### config.mk
export PLATFORM = sky130hd
export DESIGN_NAME = frame_peak_extraction
export DESIGN_NICKNAME = d
export VERILOG_FILES = /design/src/rtl/core/fpe_pkg.sv /design/src/rtl/core/frame_peak_extraction.sv /design/src/rtl/core/fpe_dpath.sv /design/src/rtl/core/fpe_ctrl.sv
export SDC_FILE = /design/constraint.sdc
export NUM_CORES = 2
export LEC_CHECK = 0
export ABC_CLOCK_PERIOD_IN_PS = 11900
export BUFFER_PORTS_ARGS = -buffer_cell sky130_fd_sc_hd__buf_2
export CAP_MARGIN = 20
export CORE_MARGIN = 5
export CORE_UTILIZATION = 54
export CTS_CLUSTER_SIZE = 24
export DETAILED_ROUTE_END_ITERATION = 6
export PLACE_DENSITY = 0.74
export SLEW_MARGIN = 10
export SYNTH_ARGS = -nofsm -noshare
export SYNTH_HDL_FRONTEND = slang
export SYNTH_SLANG_ARGS = --single-unit
### constraint.sdc
create_clock -name clock -period 11.9 [get_ports clock]
set_input_delay 2.38 -clock clock [delete_from_list [all_inputs] [get_ports clock]]
set_output_delay 2.38 -clock clock [all_outputs]
set_load 0.1 [all_outputs]
### src/rtl/core/fpe_pkg.sv
// Package for the frame peak extraction block: field widths, capacity,
// register indexes and the command/status structs between control and datapath.
// No dependencies.
package fpe_pkg;

   localparam int MAX_POINTS = 64;
   localparam int PT_AW      = (MAX_POINTS > 1) ? $clog2(MAX_POINTS) : 1;
   localparam int CNT_W      = $clog2(MAX_POINTS + 1);

   localparam int FRAME_W   = 32;
   localparam int COORD_W   = 10;
   localparam int BRIGHT_W  = 16;
   localparam int ENTRY_W   = 2 * COORD_W + BRIGHT_W;
   localparam int PAYLOAD_W = FRAME_W + 2 * COORD_W + BRIGHT_W;
   localparam int TDATA_W   = ((PAYLOAD_W + 7) / 8) * 8;
   localparam int PAD_W     = TDATA_W - PAYLOAD_W;

   localparam int CSR_AW = 2;
   localparam int CSR_DW = 16;

   localparam logic [CSR_AW-1:0] CSR_THRESHOLD = 2'd0;
   localparam logic [CSR_AW-1:0] CSR_WINDOW_X  = 2'd1;
   localparam logic [CSR_AW-1:0] CSR_WINDOW_Y  = 2'd2;

   localparam logic [BRIGHT_W-1:0] THRESHOLD_RST = 16'd100;
   localparam logic [COORD_W-1:0]  WINDOW_RST    = 10'd5;

   typedef struct packed {
      logic load;       // request accepted, store the point
      logic close;      // accepted request ends the frame
      logic commit;     // best point becomes peak, start next pass
      logic emit;       // pending peak goes to the output register
      logic last;       // emitted peak is the frame's last
      logic finish;     // frame done, clear the store
   } fpe_cmd_type;

   typedef struct packed {
      logic scan_done;
      logic qualify;
      logic pend_valid;
      logic out_free;
   } fpe_sts_type;

endpackage

### src/rtl/core/frame_peak_extraction.sv
// Frame peak extraction, top level: controller plus datapath.
// Uses fpe_pkg, fpe_ctrl and fpe_dpath.
//
// Bright points are taken one request per cycle into a 64-entry store; points
// beyond capacity are dropped and flagged in rsp_tuser. The request with tlast
// closes the frame and starts extraction, during which no request is taken.
// Each extraction pass reads the N stored points through the single read port
// of the point memory, suppressing around the previous peak while it finds the
// brightest remaining one. Extraction runs after the frame's closing request;
// a pass that emits a result waits while the output register is stalled.
// The last result still waiting in the output register does not hold off the
// next frame's requests.
module frame_peak_extraction
   import fpe_pkg::*;
(
   input  logic                clock,
   input  logic                reset,
   input  logic                req_tvalid,
   output logic                req_tready,
   input  logic [TDATA_W-1:0]  req_tdata,  // frame_number, x_coord, y_coord, pixel_brightness
   input  logic                req_tlast,  // frame_end
   output logic                rsp_tvalid,
   input  logic                rsp_tready,
   output logic [TDATA_W-1:0]  rsp_tdata,  // peak_frame, peak_x, peak_y, peak_brightness
   output logic                rsp_tlast,  // last_peak
   output logic                rsp_tuser,  // frame_overflowed
   input  logic                csr_we,
   input  logic [CSR_AW-1:0]   csr_addr,
   input  logic [CSR_DW-1:0]   csr_wdata
);

   fpe_cmd_type cmd;
   fpe_sts_type sts;

   fpe_ctrl u_ctrl (
      .clock      (clock),
      .reset      (reset),
      .req_tvalid (req_tvalid),
      .req_tready (req_tready),
      .req_tlast  (req_tlast),
      .cmd        (cmd),
      .sts        (sts)
   );

   fpe_dpath u_dpath (
      .clock      (clock),
      .reset      (reset),
      .cmd        (cmd),
      .sts        (sts),
      .req_tdata  (req_tdata),
      .csr_we     (csr_we),
      .csr_addr   (csr_addr),
      .csr_wdata  (csr_wdata),
      .rsp_tvalid (rsp_tvalid),
      .rsp_tready (rsp_tready),
      .rsp_tdata  (rsp_tdata),
      .rsp_tlast  (rsp_tlast),
      .rsp_tuser  (rsp_tuser)
   );

endmodule

### src/rtl/core/fpe_dpath.sv
// Datapath of the frame peak extraction block: point memory, live bits,
// scan pipeline, pending peak and output register. Uses fpe_pkg.
module fpe_dpath
   import fpe_pkg::*;
(
   input  logic                clock,
   input  logic                reset,
   input  fpe_cmd_type         cmd,
   output fpe_sts_type         sts,
   input  logic [TDATA_W-1:0]  req_tdata,
   input  logic                csr_we,
   input  logic [CSR_AW-1:0]   csr_addr,
   input  logic [CSR_DW-1:0]   csr_wdata,
   output logic                rsp_tvalid,
   input  logic                rsp_tready,
   output logic [TDATA_W-1:0]  rsp_tdata,
   output logic                rsp_tlast,
   output logic                rsp_tuser
);

   logic [BRIGHT_W-1:0] thr_ff;
   logic [COORD_W-1:0]  wx_ff, wy_ff;

   logic [ENTRY_W-1:0]  mem [MAX_POINTS];
   logic [CNT_W-1:0]    cnt_ff;
   logic                ovf_ff;
   logic                full;
   logic [FRAME_W-1:0]  frame_ff;
   logic                frame_ovf_ff;

   logic [MAX_POINTS-1:0] live_ff;
   logic                scan_act_ff;
   logic [CNT_W-1:0]    scan_idx_ff;
   logic                rd_issue;
   logic                rd_vld_ff;
   logic [PT_AW-1:0]    rd_idx_ff;
   logic [ENTRY_W-1:0]  rd_data_ff;
   logic [COORD_W-1:0]  rd_x, rd_y, dx, dy;
   logic [BRIGHT_W-1:0] rd_b;
   logic                supp, cand, better;

   logic                has_ctr_ff;
   logic [COORD_W-1:0]  ctr_x_ff, ctr_y_ff;
   logic                best_fnd_ff;
   logic [COORD_W-1:0]  best_x_ff, best_y_ff;
   logic [BRIGHT_W-1:0] best_b_ff;

   logic                pend_vld_ff;
   logic [COORD_W-1:0]  pend_x_ff, pend_y_ff;
   logic [BRIGHT_W-1:0] pend_b_ff;

   logic                rsp_vld_ff;
   logic [FRAME_W-1:0]  rsp_frame_ff;
   logic [COORD_W-1:0]  rsp_x_ff, rsp_y_ff;
   logic [BRIGHT_W-1:0] rsp_b_ff;
   logic                rsp_last_ff, rsp_ovf_ff;

   // config
   always_ff @(posedge clock) begin
      if (reset) begin
         thr_ff <= THRESHOLD_RST;
         wx_ff  <= WINDOW_RST;
         wy_ff  <= WINDOW_RST;
      end else if (csr_we) begin
         case (csr_addr)
            CSR_THRESHOLD: thr_ff <= csr_wdata[BRIGHT_W-1:0];
            CSR_WINDOW_X:  wx_ff  <= csr_wdata[COORD_W-1:0];
            CSR_WINDOW_Y:  wy_ff  <= csr_wdata[COORD_W-1:0];
            default: ;
         endcase
      end
   end

   // point store
   assign full = (cnt_ff == CNT_W'(MAX_POINTS));

   always_ff @(posedge clock) begin
      if (cmd.load && !full) begin
         mem[cnt_ff[PT_AW-1:0]] <= {req_tdata[FRAME_W+ENTRY_W-1:FRAME_W+2*COORD_W],
                                    req_tdata[FRAME_W+2*COORD_W-1:FRAME_W+COORD_W],
                                    req_tdata[FRAME_W+COORD_W-1:FRAME_W]};
      end
      if (rd_issue) begin
         rd_data_ff <= mem[scan_idx_ff[PT_AW-1:0]];
      end
   end

   always_ff @(posedge clock) begin
      if (reset) begin
         cnt_ff <= '0;
         ovf_ff <= 1'b0;
      end else if (cmd.finish) begin
         cnt_ff <= '0;
         ovf_ff <= 1'b0;
      end else if (cmd.load) begin
         if (full) ovf_ff <= 1'b1;
         else      cnt_ff <= cnt_ff + 1'b1;
      end
   end

   always_ff @(posedge clock) begin
      if (cmd.close) begin
         frame_ff     <= req_tdata[FRAME_W-1:0];
         frame_ovf_ff <= ovf_ff | full;
      end
   end

   // scan pipeline: read, then compare against best and suppress
   assign rd_issue       = scan_act_ff && (scan_idx_ff != cnt_ff);
   assign sts.scan_done  = scan_act_ff && !rd_issue && !rd_vld_ff;

   always_ff @(posedge clock) begin
      if (reset) begin
         scan_act_ff <= 1'b0;
         rd_vld_ff   <= 1'b0;
      end else begin
         rd_vld_ff <= rd_issue;
         if (cmd.close || cmd.commit) begin
            scan_act_ff <= 1'b1;
            scan_idx_ff <= '0;
         end else if (sts.scan_done) begin
            scan_act_ff <= 1'b0;
         end else if (rd_issue) begin
            scan_idx_ff <= scan_idx_ff + 1'b1;
         end
      end
      if (rd_issue) rd_idx_ff <= scan_idx_ff[PT_AW-1:0];
   end

   assign rd_x   = rd_data_ff[COORD_W-1:0];
   assign rd_y   = rd_data_ff[2*COORD_W-1:COORD_W];
   assign rd_b   = rd_data_ff[ENTRY_W-1:2*COORD_W];
   assign dx     = (rd_x >= ctr_x_ff) ? rd_x - ctr_x_ff : ctr_x_ff - rd_x;
   assign dy     = (rd_y >= ctr_y_ff) ? rd_y - ctr_y_ff : ctr_y_ff - rd_y;
   assign supp   = has_ctr_ff && (dx <= wx_ff) && (dy <= wy_ff);
   assign cand   = rd_vld_ff && live_ff[rd_idx_ff] && !supp;
   assign better = cand && (!best_fnd_ff || rd_b >= best_b_ff);

   always_ff @(posedge clock) begin
      if (reset) begin
         live_ff     <= '0;
         best_fnd_ff <= 1'b0;
         has_ctr_ff  <= 1'b0;
         pend_vld_ff <= 1'b0;
      end else begin
         if (cmd.close) begin
            live_ff <= '1;
         end else if (rd_vld_ff && supp) begin
            live_ff[rd_idx_ff] <= 1'b0;
         end

         if (cmd.close || cmd.commit) begin
            best_fnd_ff <= 1'b0;
         end else if (better) begin
            best_fnd_ff <= 1'b1;
         end

         if (cmd.close) begin
            has_ctr_ff  <= 1'b0;
            pend_vld_ff <= 1'b0;
         end else if (cmd.commit) begin
            has_ctr_ff  <= 1'b1;
            pend_vld_ff <= 1'b1;
         end else if (cmd.finish) begin
            pend_vld_ff <= 1'b0;
         end
      end
      if (better) begin
         best_x_ff <= rd_x;
         best_y_ff <= rd_y;
         best_b_ff <= rd_b;
      end
      if (cmd.commit) begin
         ctr_x_ff  <= best_x_ff;
         ctr_y_ff  <= best_y_ff;
         pend_x_ff <= best_x_ff;
         pend_y_ff <= best_y_ff;
         pend_b_ff <= best_b_ff;
      end
   end

   assign sts.qualify    = best_fnd_ff && (best_b_ff >= thr_ff);
   assign sts.pend_valid = pend_vld_ff;
   assign sts.out_free   = !rsp_vld_ff || rsp_tready;

   // output register
   always_ff @(posedge clock) begin
      if (reset) begin
         rsp_vld_ff <= 1'b0;
      end else if (cmd.emit) begin
         rsp_vld_ff <= 1'b1;
      end else if (rsp_tready) begin
         rsp_vld_ff <= 1'b0;
      end
      if (cmd.emit) begin
         rsp_frame_ff <= frame_ff;
         rsp_x_ff     <= pend_x_ff;
         rsp_y_ff     <= pend_y_ff;
         rsp_b_ff     <= pend_b_ff;
         rsp_last_ff  <= cmd.last;
         rsp_ovf_ff   <= frame_ovf_ff;
      end
   end

   assign rsp_tvalid = rsp_vld_ff;
   assign rsp_tdata  = {{PAD_W{1'b0}}, rsp_b_ff, rsp_y_ff, rsp_x_ff, rsp_frame_ff};
   assign rsp_tlast  = rsp_last_ff;
   assign rsp_tuser  = rsp_ovf_ff;

endmodule

### src/rtl/core/fpe_ctrl.sv
// Controller of the frame peak extraction block: loads points, sequences
// extraction passes and result emission. Uses fpe_pkg.
module fpe_ctrl
   import fpe_pkg::*;
(
   input  logic        clock,
   input  logic        reset,
   input  logic        req_tvalid,
   output logic        req_tready,
   input  logic        req_tlast,
   output fpe_cmd_type cmd,
   input  fpe_sts_type sts
);

   typedef enum logic [2:0] {
      ST_IDLE,
      ST_SCAN,
      ST_DECIDE,
      ST_EMIT_MORE,
      ST_EMIT_LAST
   } state_type;

   state_type state_ff, state_in;

   always_ff @(posedge clock) begin
      if (reset) begin
         state_ff <= ST_IDLE;
      end else begin
         state_ff <= state_in;
      end
   end

   assign req_tready = (state_ff == ST_IDLE);

   always_comb begin
      cmd      = '0;
      state_in = state_ff;
      case (state_ff)
         ST_IDLE: begin
            cmd.load = req_tvalid;
            if (req_tvalid && req_tlast) begin
               cmd.close = 1'b1;
               state_in  = ST_SCAN;
            end
         end
         ST_SCAN: begin
            if (sts.scan_done) state_in = ST_DECIDE;
         end
         ST_DECIDE: begin
            if (sts.qualify && !sts.pend_valid) begin
               cmd.commit = 1'b1;
               state_in   = ST_SCAN;
            end else if (sts.qualify) begin
               state_in = ST_EMIT_MORE;
            end else if (sts.pend_valid) begin
               state_in = ST_EMIT_LAST;
            end else begin
               cmd.finish = 1'b1;
               state_in   = ST_IDLE;
            end
         end
         ST_EMIT_MORE: begin
            if (sts.out_free) begin
               cmd.emit   = 1'b1;
               cmd.commit = 1'b1;
               state_in   = ST_SCAN;
            end
         end
         ST_EMIT_LAST: begin
            if (sts.out_free) begin
               cmd.emit   = 1'b1;
               cmd.last   = 1'b1;
               cmd.finish = 1'b1;
               state_in   = ST_IDLE;
            end
         end
         default: state_in = ST_IDLE;
      endcase
   end

endmodule

# Word-level counts from Yosys, hierarchy flattened
# Memories as Yosys holds them, arrays and structs flattened. A register that Yosys moved wholly into a read port is not among the register bits.
# Cells that the tools add are included.
[totals]
input_bits = 96
ramBits = 2304
out_inout_bits = 76
mem_count = 1
wordCells = 140
ff_bits = 305
[mem_list]
columns = ["name", "depth", "word_bits", "read_ports", "rd_clocked_by_memory_dff", "write_ports", "line_no", "rtl"]
rows = [
  ["u_dpath.mem", 64, 36, 1, 1, 1, "fpe_dpath.sv:24", "logic [ENTRY_W-1:0] mem [MAX_POINTS];"],
]
[classes]
n_eq_ne = 13
n_mux = 37
n_reduce_logical = 41
addsub = 6
n_lt_le_gt_ge = 8
bitwise_logic = 5
[op_table]
columns = ["operator", "count"]
rows = [
  ["$mux 64", 2],
  ["$and 64x64->64", 1],
  ["$not 64->64", 1],
  ["$sub 10x10->10", 4],
  ["$ge 16x16->1", 2],
  ["$mux 3", 8],
  ["$ge 10x10->1", 2],
  ["$le 10x10->1", 2],
  ["$mux 10", 2],
  ["$mux 1", 15],
  ["$pmux 3 s5", 1],
  ["$add 7x1->7 const B", 2],
  ["$logic_and 1x1->1", 14],
  ["$mux 7", 2],
  ["$reduce_and 2->1", 5],
  ["$reduce_bool 2->1", 5],
  ["$eq 7x7->1 const B", 1],
  ["$logic_not 1->1", 7],
  ["$lt 6x7->1 const B", 1],
  ["$ne 7x7->1", 1],
  ["$bmux 1 s6", 1],
  ["$demux 1 s6", 1],
  ["$eq 3x2->1 const B", 2],
  ["$ge 6x1->1 const B", 1],
  ["other kinds (16)", 27],
]

# Depth between registers and ports, before layout
[depth]
depth_word = 8
mapped_depth = 20
ltp_nobuf = 19

# Hierarchy
# A second synthesis with hierarchy kept.
[hier_totals]
hier_cells = 4558
area_unflattened_um2 = 102085.4
[by_module_without_submodules]
columns = ["mod", "area_per_inst_um2", "seq_area_each_um2", "cells_per_inst", "n_inst"]
rows = [
  ["fpe_dpath", 101802.6, 78195.0, 4520, 1],
  ["fpe_ctrl", 282.8, 60.1, 38, 1],
]

# Worst setup path before layout
# Ideal clock, no wire load.
[synth_path]
path_kind = "flip-flop to flip-flop"
start = "register u_dpath.rd_data_ff[0] (read register of u_dpath.mem)"
end = "register u_dpath.best_b_ff[0], enable pin"
period_less_slack_ns = 6.049
setup_ns = 0.429
stages_incl_launch_ff = 20
required_ns = 11.471
path_buffers = 1
path_slack_ns = 5.851
arrival_time_ns = 5.620
path_cell_list = "edfxtp_1 -> inv_1 -> ha_1 -> inv_1 -> fa_1 -> a21o_1 -> a211o_1 -> a21oi_1 -> a21oi_1 -> clkbuf_1 -> nor3_1 -> a21oi_1 -> xor2_1 -> ha_1 -> a211oi_1 -> o21ai_1 -> a2111oi_0 -> o31ai_1 -> o311ai_0 -> nor2_1"
[synth_between]
elab_chain_len = 8
elab_cells_between_ends = 10
cone_classes = "add/sub: 2; order compare: 2; mux: 1; reduce/logical: 5"
[synth_rtl]
columns = ["element", "line_no", "rtl"]
rows = [
  ["start, declared", "fpe_dpath.sv:37", "logic [ENTRY_W-1:0] rd_data_ff;"],
  ["$sub 10x10->10 / $ge 10x10->1 (equally long branches)", "fpe_dpath.sv:133", "assign dx = (rd_x >= ctr_x_ff) ? rd_x - ctr_x_ff : ctr_x_ff - rd_x;"],
  ["$mux 10 (*)", "fpe_dpath.sv:133", ""],
  ["$le 10x10->1 (*)", "fpe_dpath.sv:135", "assign supp = has_ctr_ff && (dx <= wx_ff) && (dy <= wy_ff);"],
  ["$logic_and 1x1->1 (*) (2 in series)", "fpe_dpath.sv:135", ""],
  ["$logic_not 1->1 (*)", "fpe_dpath.sv:136", "assign cand = rd_vld_ff && live_ff[rd_idx_ff] && !supp;"],
  ["$logic_and 1x1->1 (*)", "fpe_dpath.sv:136", ""],
  ["$logic_and 1x1->1 (*)", "fpe_dpath.sv:137", "assign better = cand && (!best_fnd_ff || rd_b >= best_b_ff);"],
  ["net u_dpath.better", "fpe_dpath.sv:40", "logic supp, cand, better;"],
  ["end signal, assigned", "fpe_dpath.sv:171", "best_b_ff <= rd_b;"],
  ["end, declared", "fpe_dpath.sv:46", "logic [BRIGHT_W-1:0] best_b_ff;"],
]
# Mark *: on every way through the listed nets, which the timed path passes. The rest lies on a longest branch.
# A chain may end at the register's enable or synchronous reset.

# Worst setup path after layout
[layout_path]
start = "register u_dpath.rd_data_ff[10] (read register of u_dpath.mem)"
end = "register u_dpath.live_ff[2]"
[layout_between]
elab_chain_len = 6
elab_cells_between_ends = 8
cone_classes = "add/sub: 2; order compare: 2; mux: 1; reduce/logical: 3"
[layout_rtl]
columns = ["element", "line_no", "rtl"]
rows = [
  ["$sub 10x10->10 / $ge 10x10->1 (equally long branches)", "fpe_dpath.sv:134", "assign dy = (rd_y >= ctr_y_ff) ? rd_y - ctr_y_ff : ctr_y_ff - rd_y;"],
  ["$mux 10 (*)", "fpe_dpath.sv:134", ""],
  ["$le 10x10->1 (*)", "fpe_dpath.sv:135", ""],
  ["$logic_and 1x1->1 (*)", "fpe_dpath.sv:135", ""],
  ["$logic_and 1x1->1 (*)", "fpe_dpath.sv:148", "end else if (rd_vld_ff && supp) begin"],
  ["$reduce_bool 2->1 (no source line) (*)", "--", ""],
  ["end signal, assigned", "fpe_dpath.sv:141", "live_ff <= '0;"],
  ["end signal, assigned", "fpe_dpath.sv:147", "live_ff <= '1;"],
  ["end signal, assigned by index", "fpe_dpath.sv:149", "live_ff[rd_idx_ff] <= 1'b0;"],
  ["end, declared", "fpe_dpath.sv:31", "logic [MAX_POINTS-1:0] live_ff;"],
]
# Every way passes the cells marked *; elsewhere a longest branch is shown, timed or not.

==> results.yml <==
status:
  status: "completed"
clock_network:
  htreeDepth: 4
  ctsRootBufferMaster: "clkbuf_16"
  cts_made_buffers: 240
  cts.path.max_buffers: 3
  clock_sinks: 2645
  cts_setup_buffers: 0
  clk_latency_ns: 0.88
  hold_buffers: 0
  cts_tree: "yes"
  clk_pin_slew_ns: 0.06
  cts_resized: 0
detailed_routing:
  drc: 0
  drt-wirelength-per-cell_um: 31.93
  dr_total_vias: 49075
  vias_per_cell: 6.451
  drt_first_pass_iters: 7
  drtAntennaViolNets: 0
  wl_mm: 242.9
  drtIter0Drc: 6701
yosys:
  syn_area_sq_um: 102200
  syn_area_per_cell_sq_um: 22.26
  synth_top_family_by_area: "multiplexers"
  synth_top_area_cell: "edfxtp_1"
  synth_xor_area_frac: 0.002827
  synthSimpleGateAreaFrac: 0.01728
  synth_fa_ha_area_frac: 0.01216
  synth_compound_area_frac: 0.01613
  ys_types: 62
  async_flop_share: 0
  syn_inst: 4594
  yosys-top-cells-area: "edfxtp_1, mux4_2, dfxtp_1"
  synth-edff-count: 2528
  synth-seq-cells: 2645
  muxShareOfSynthArea: 0.1724
  synth_ff_type: "edfxtp_1"
  synth_top_area_share: 0.7425
  ys_seq_area_frac: 0.7654
  yosys_warnings: 0
timing:
  tightestPinTransition_ns: 1.176
  skew_ns: 0.03785
  setup-violations-final: 0
  max_clock_freq_ghz: 0.1785
  period_share: 0.4707
  fin_crit_ns: 5.601
  relSlewSlack: 0.2097
  slew_violations: 0
  setup_tns_ns: 0
  rsz0062_at_grt: "false"
  finalHoldViolations: 0
critical_path:
  crit_path_start_kind: "flip-flop"
  ff2ff_path_depth: 19
  cp_slowest_cell: "nor4_2"
  r2r-end: "u_dpath.live_ff[2]"
  worstPathMaxFanout: 9
  crit_end: "u_dpath.live_ff[2]"
  regToRegStartpoint: "u_dpath.rd_data_ff[10]"
  criticalPathCategory: "flip-flop to flip-flop"
  cp_slowest_stage_delay_ns: 0.95
  cp_cell_sequence: "inv_1 > ha_1 > inv_1 > fa_1 > a21o_1 > a21oi_1 > o21ai_0 > a31oi_1 > a21oi_1 > mux2i_1 > xor2_1 > ha_1 > o21ai_0 > nor2_1 > o41ai_1 > o31ai_1 > buf_4 > nor4_2 > a211oi_1"
  r2r_slack_ns: 6.30
  startpoint: "u_dpath.rd_data_ff[10]"
  required_ns: 12.57
  crit_arrival_ns: 6.27
  cp-end-kind: "flip-flop"
power_and_ir_drop:
  p_int_w: 0.01496
  cellLeakagePower_nw: 36.63
  clkPwrFrac: 0.406
  netSwitchingPower_w: 0.003979
  power_density_nw_per_um2: 164.5
  seq_power_share: 0.543
  p_comb_frac: 0.051
  p_sw_frac: 0.2101
  peakVddDrop_mv: 0.1874
grt:
  antenna_found_initial: 24
  overflow: 0
  grt_max_degree: 152
  grt_pass1_wl_mm: 350.5
  grt_pass1_vias: 49527
  grt_usage: 0.2457
floorplan:
  core_sq_um: 188000
  num_rows: 159
  die_x_um: 445.1
  die_y_um: 445.1
  die_area_sq_um: 198100
  pin_count: 172
  initial_utilization: 0.5438
cells_and_area:
  drive_gt1_frac: 0.2933
  areaGrowthSynthToFinish_pct: 12.57
  final_cells: 7607
  nets: 5102
placed_design:
  globalplace.congestion: 0.8205
  dpl.cell_count: 7131
  dp_hpwl_mm: 124.3
  port_buffers: 163
job:
  drv_cap: 0
hold_path:
  whs_path_depth: 0
  hold_path.class: "flip-flop to flip-flop"
==> logic make-up after synthesis <==
kind of cell | count (synthesis)
buf+inv | 341
fa+ha+maj | 97
xor+xnor | 33
compound gates | 254
other cells | 1
simple gates | 395
mux | 828
flops | 2645
==> how the worst min path moves through the flow <==
stage,startpoint,to,slack (ns)
after floorplan,u_dpath.best_x_ff[0],u_dpath.ctr_x_ff[0],0.40
after global placement,u_dpath.frame_ff[2],u_dpath.rsp_frame_ff[2],0.40
after detailed placement,u_dpath.best_y_ff[5],u_dpath.ctr_y_ff[5],0.40
after CTS,u_dpath.pend_b_ff[11],u_dpath.rsp_b_ff[11],0.40
after global routing,u_dpath.pend_b_ff[10],u_dpath.rsp_b_ff[10],0.42
final,u_dpath.pend_b_ff[11],u_dpath.rsp_b_ff[11],0.40
==> flip-flops by register name, summed over array words and instances, names as in the netlist, 32 cells and up <==
register / cells
u_dpath.frame_ff: 32
u_dpath.mem: 2304
u_dpath.rd_data_ff: 36
u_dpath.rsp_frame_ff: 32
u_dpath.live_ff: 64
==> layer usage <==
| metal | track usage | vias to the layer above | part of all wire |
|---|---|---|---|
| met5 | 0 | - | 0.000054 |
| met4 | 0.06584 | 2 | 0.028 |
| met3 | 0.06185 | 366 | 0.11 |
| met2 | 0.3881 | 2895 | 0.48 |
| met1 | 0.3493 | 25982 | 0.38 |
| li1 | - | 19830 | - |
==> final cells by class <==
cell class	count	area, sq um
Sequential cell	2645	78260
Timing Repair Buffer	303	2357
Clock inverter	139	1450
Clock buffer	304	6401
Multi-Input combinational cell	1611	23090
Antenna cell	2	5.005
Inverter	108	405.4
Tap cell	2495	3122
Fill cell	12372	72910
==> cells in the mapped netlist (3+ instances only) <==
cell type / count
a2111oi_0: 3
mux4_2: 744
fa_1: 4
a211o_1: 8
nor2b_1: 13
nor4_1: 4
nor3_1: 23
ha_1: 93
buf_4: 7
xor2_1: 17
buf_6: 3
mux2i_1: 62
a21oi_1: 67
inv_1: 108
nand4_1: 12
o21ai_0: 48
a21o_1: 22
and2_1: 3
o41ai_1: 3
nand2_1: 80
nand2b_1: 13
mux2_2: 22
o21bai_1: 3
a31oi_1: 4
and3_1: 7
nand3b_1: 7
nand3_1: 18
buf_1: 28
buf_2: 64
o21a_1: 3
a211oi_1: 72
or2_2: 4
nor2_1: 198
clkbuf_1: 131
dfxtp_1: 117
xnor2_1: 16
edfxtp_1: 2528
==> layout by cell type (no fill, tap or decap), types with 5 or more instances in the layout <==
master / netlist / final
a21o_1: 22 / 22
ha_1: 93 / 93
bufinv_16: 0 / 23
inv_1: 108 / 107
edfxtp_1: 2528 / 2528
xnor2_1: 16 / 16
buf_4: 7 / 102
inv_6: 0 / 7
mux2i_1: 62 / 62
mux2_2: 22 / 22
clkinvlp_4: 0 / 9
buf_2: 64 / 163
mux4_2: 744 / 744
nand2b_1: 13 / 13
nor2b_1: 13 / 13
clkinv_2: 0 / 47
a211o_1: 8 / 8
nand3b_1: 7 / 7
nand4_1: 12 / 12
and3_1: 7 / 6
clkinv_1: 0 / 40
a211oi_1: 72 / 72
buf_16: 0 / 5
clkbuf_1: 131 / 51
clkbuf_16: 0 / 243
clkbuf_8: 0 / 9
a21oi_1: 67 / 67
dfxtp_1: 117 / 117
xor2_1: 17 / 17
nor2_1: 198 / 132
nor2_4: 0 / 66
nand2_1: 80 / 80
nand3_1: 18 / 18
buf_12: 0 / 30
nor3_1: 23 / 23
o21ai_0: 48 / 48
==> metrics by stage <==
| step | util | power, W | setup slack, ns | hold WS, ns | instance area (sq um) |
|---|---|---|---|---|---|
| 2_1_floorplan | - | 0.01105 | 5.851 | 0.4003 | 102300 |
| 3_3_place_gp | 0.5669 | 0.01140 | 5.877 | 0.4005 | 106600 |
| 3_5_place_dp | 0.5670 | 0.01142 | 5.773 | 0.4045 | 106600 |
| 4_1_cts | 0.6088 | 0.01901 | 6.334 | 0.4029 | 114500 |
| 5_1_grt | 0.6122 | 0.01953 | 5.866 | 0.4178 | 115100 |
| 6_report | 0.6122 | 0.01894 | 6.299 | 0.4047 | 115100 |
==> power by group through the flow <==
stage | combinational (W) | sequential [W] | clock [W]
after floorplan | 0.000576 | 0.0105 | 0
after global placement | 0.000911 | 0.0105 | 0
after detailed placement | 0.000934 | 0.0105 | 0
after CTS | 0.000945 | 0.0103 | 0.00777
after global routing | 0.00104 | 0.0103 | 0.00821
final | 0.000970 | 0.0103 | 0.00768
==> worst max-delay path, delay by kind of cell (launching register included) <==
| family | cells | cell delay [ns] |
|---|---|---|
| xor+xnor | 1 | 0.19 |
| flops | 1 | 0.40 |
| mux | 1 | 0.31 |
| simple gates | 2 | 1.03 |
| buf+inv | 3 | 0.35 |
| compound gates | 9 | 2.51 |
| fa+ha+maj | 3 | 0.64 |
(Power assumes the default switching activity.)
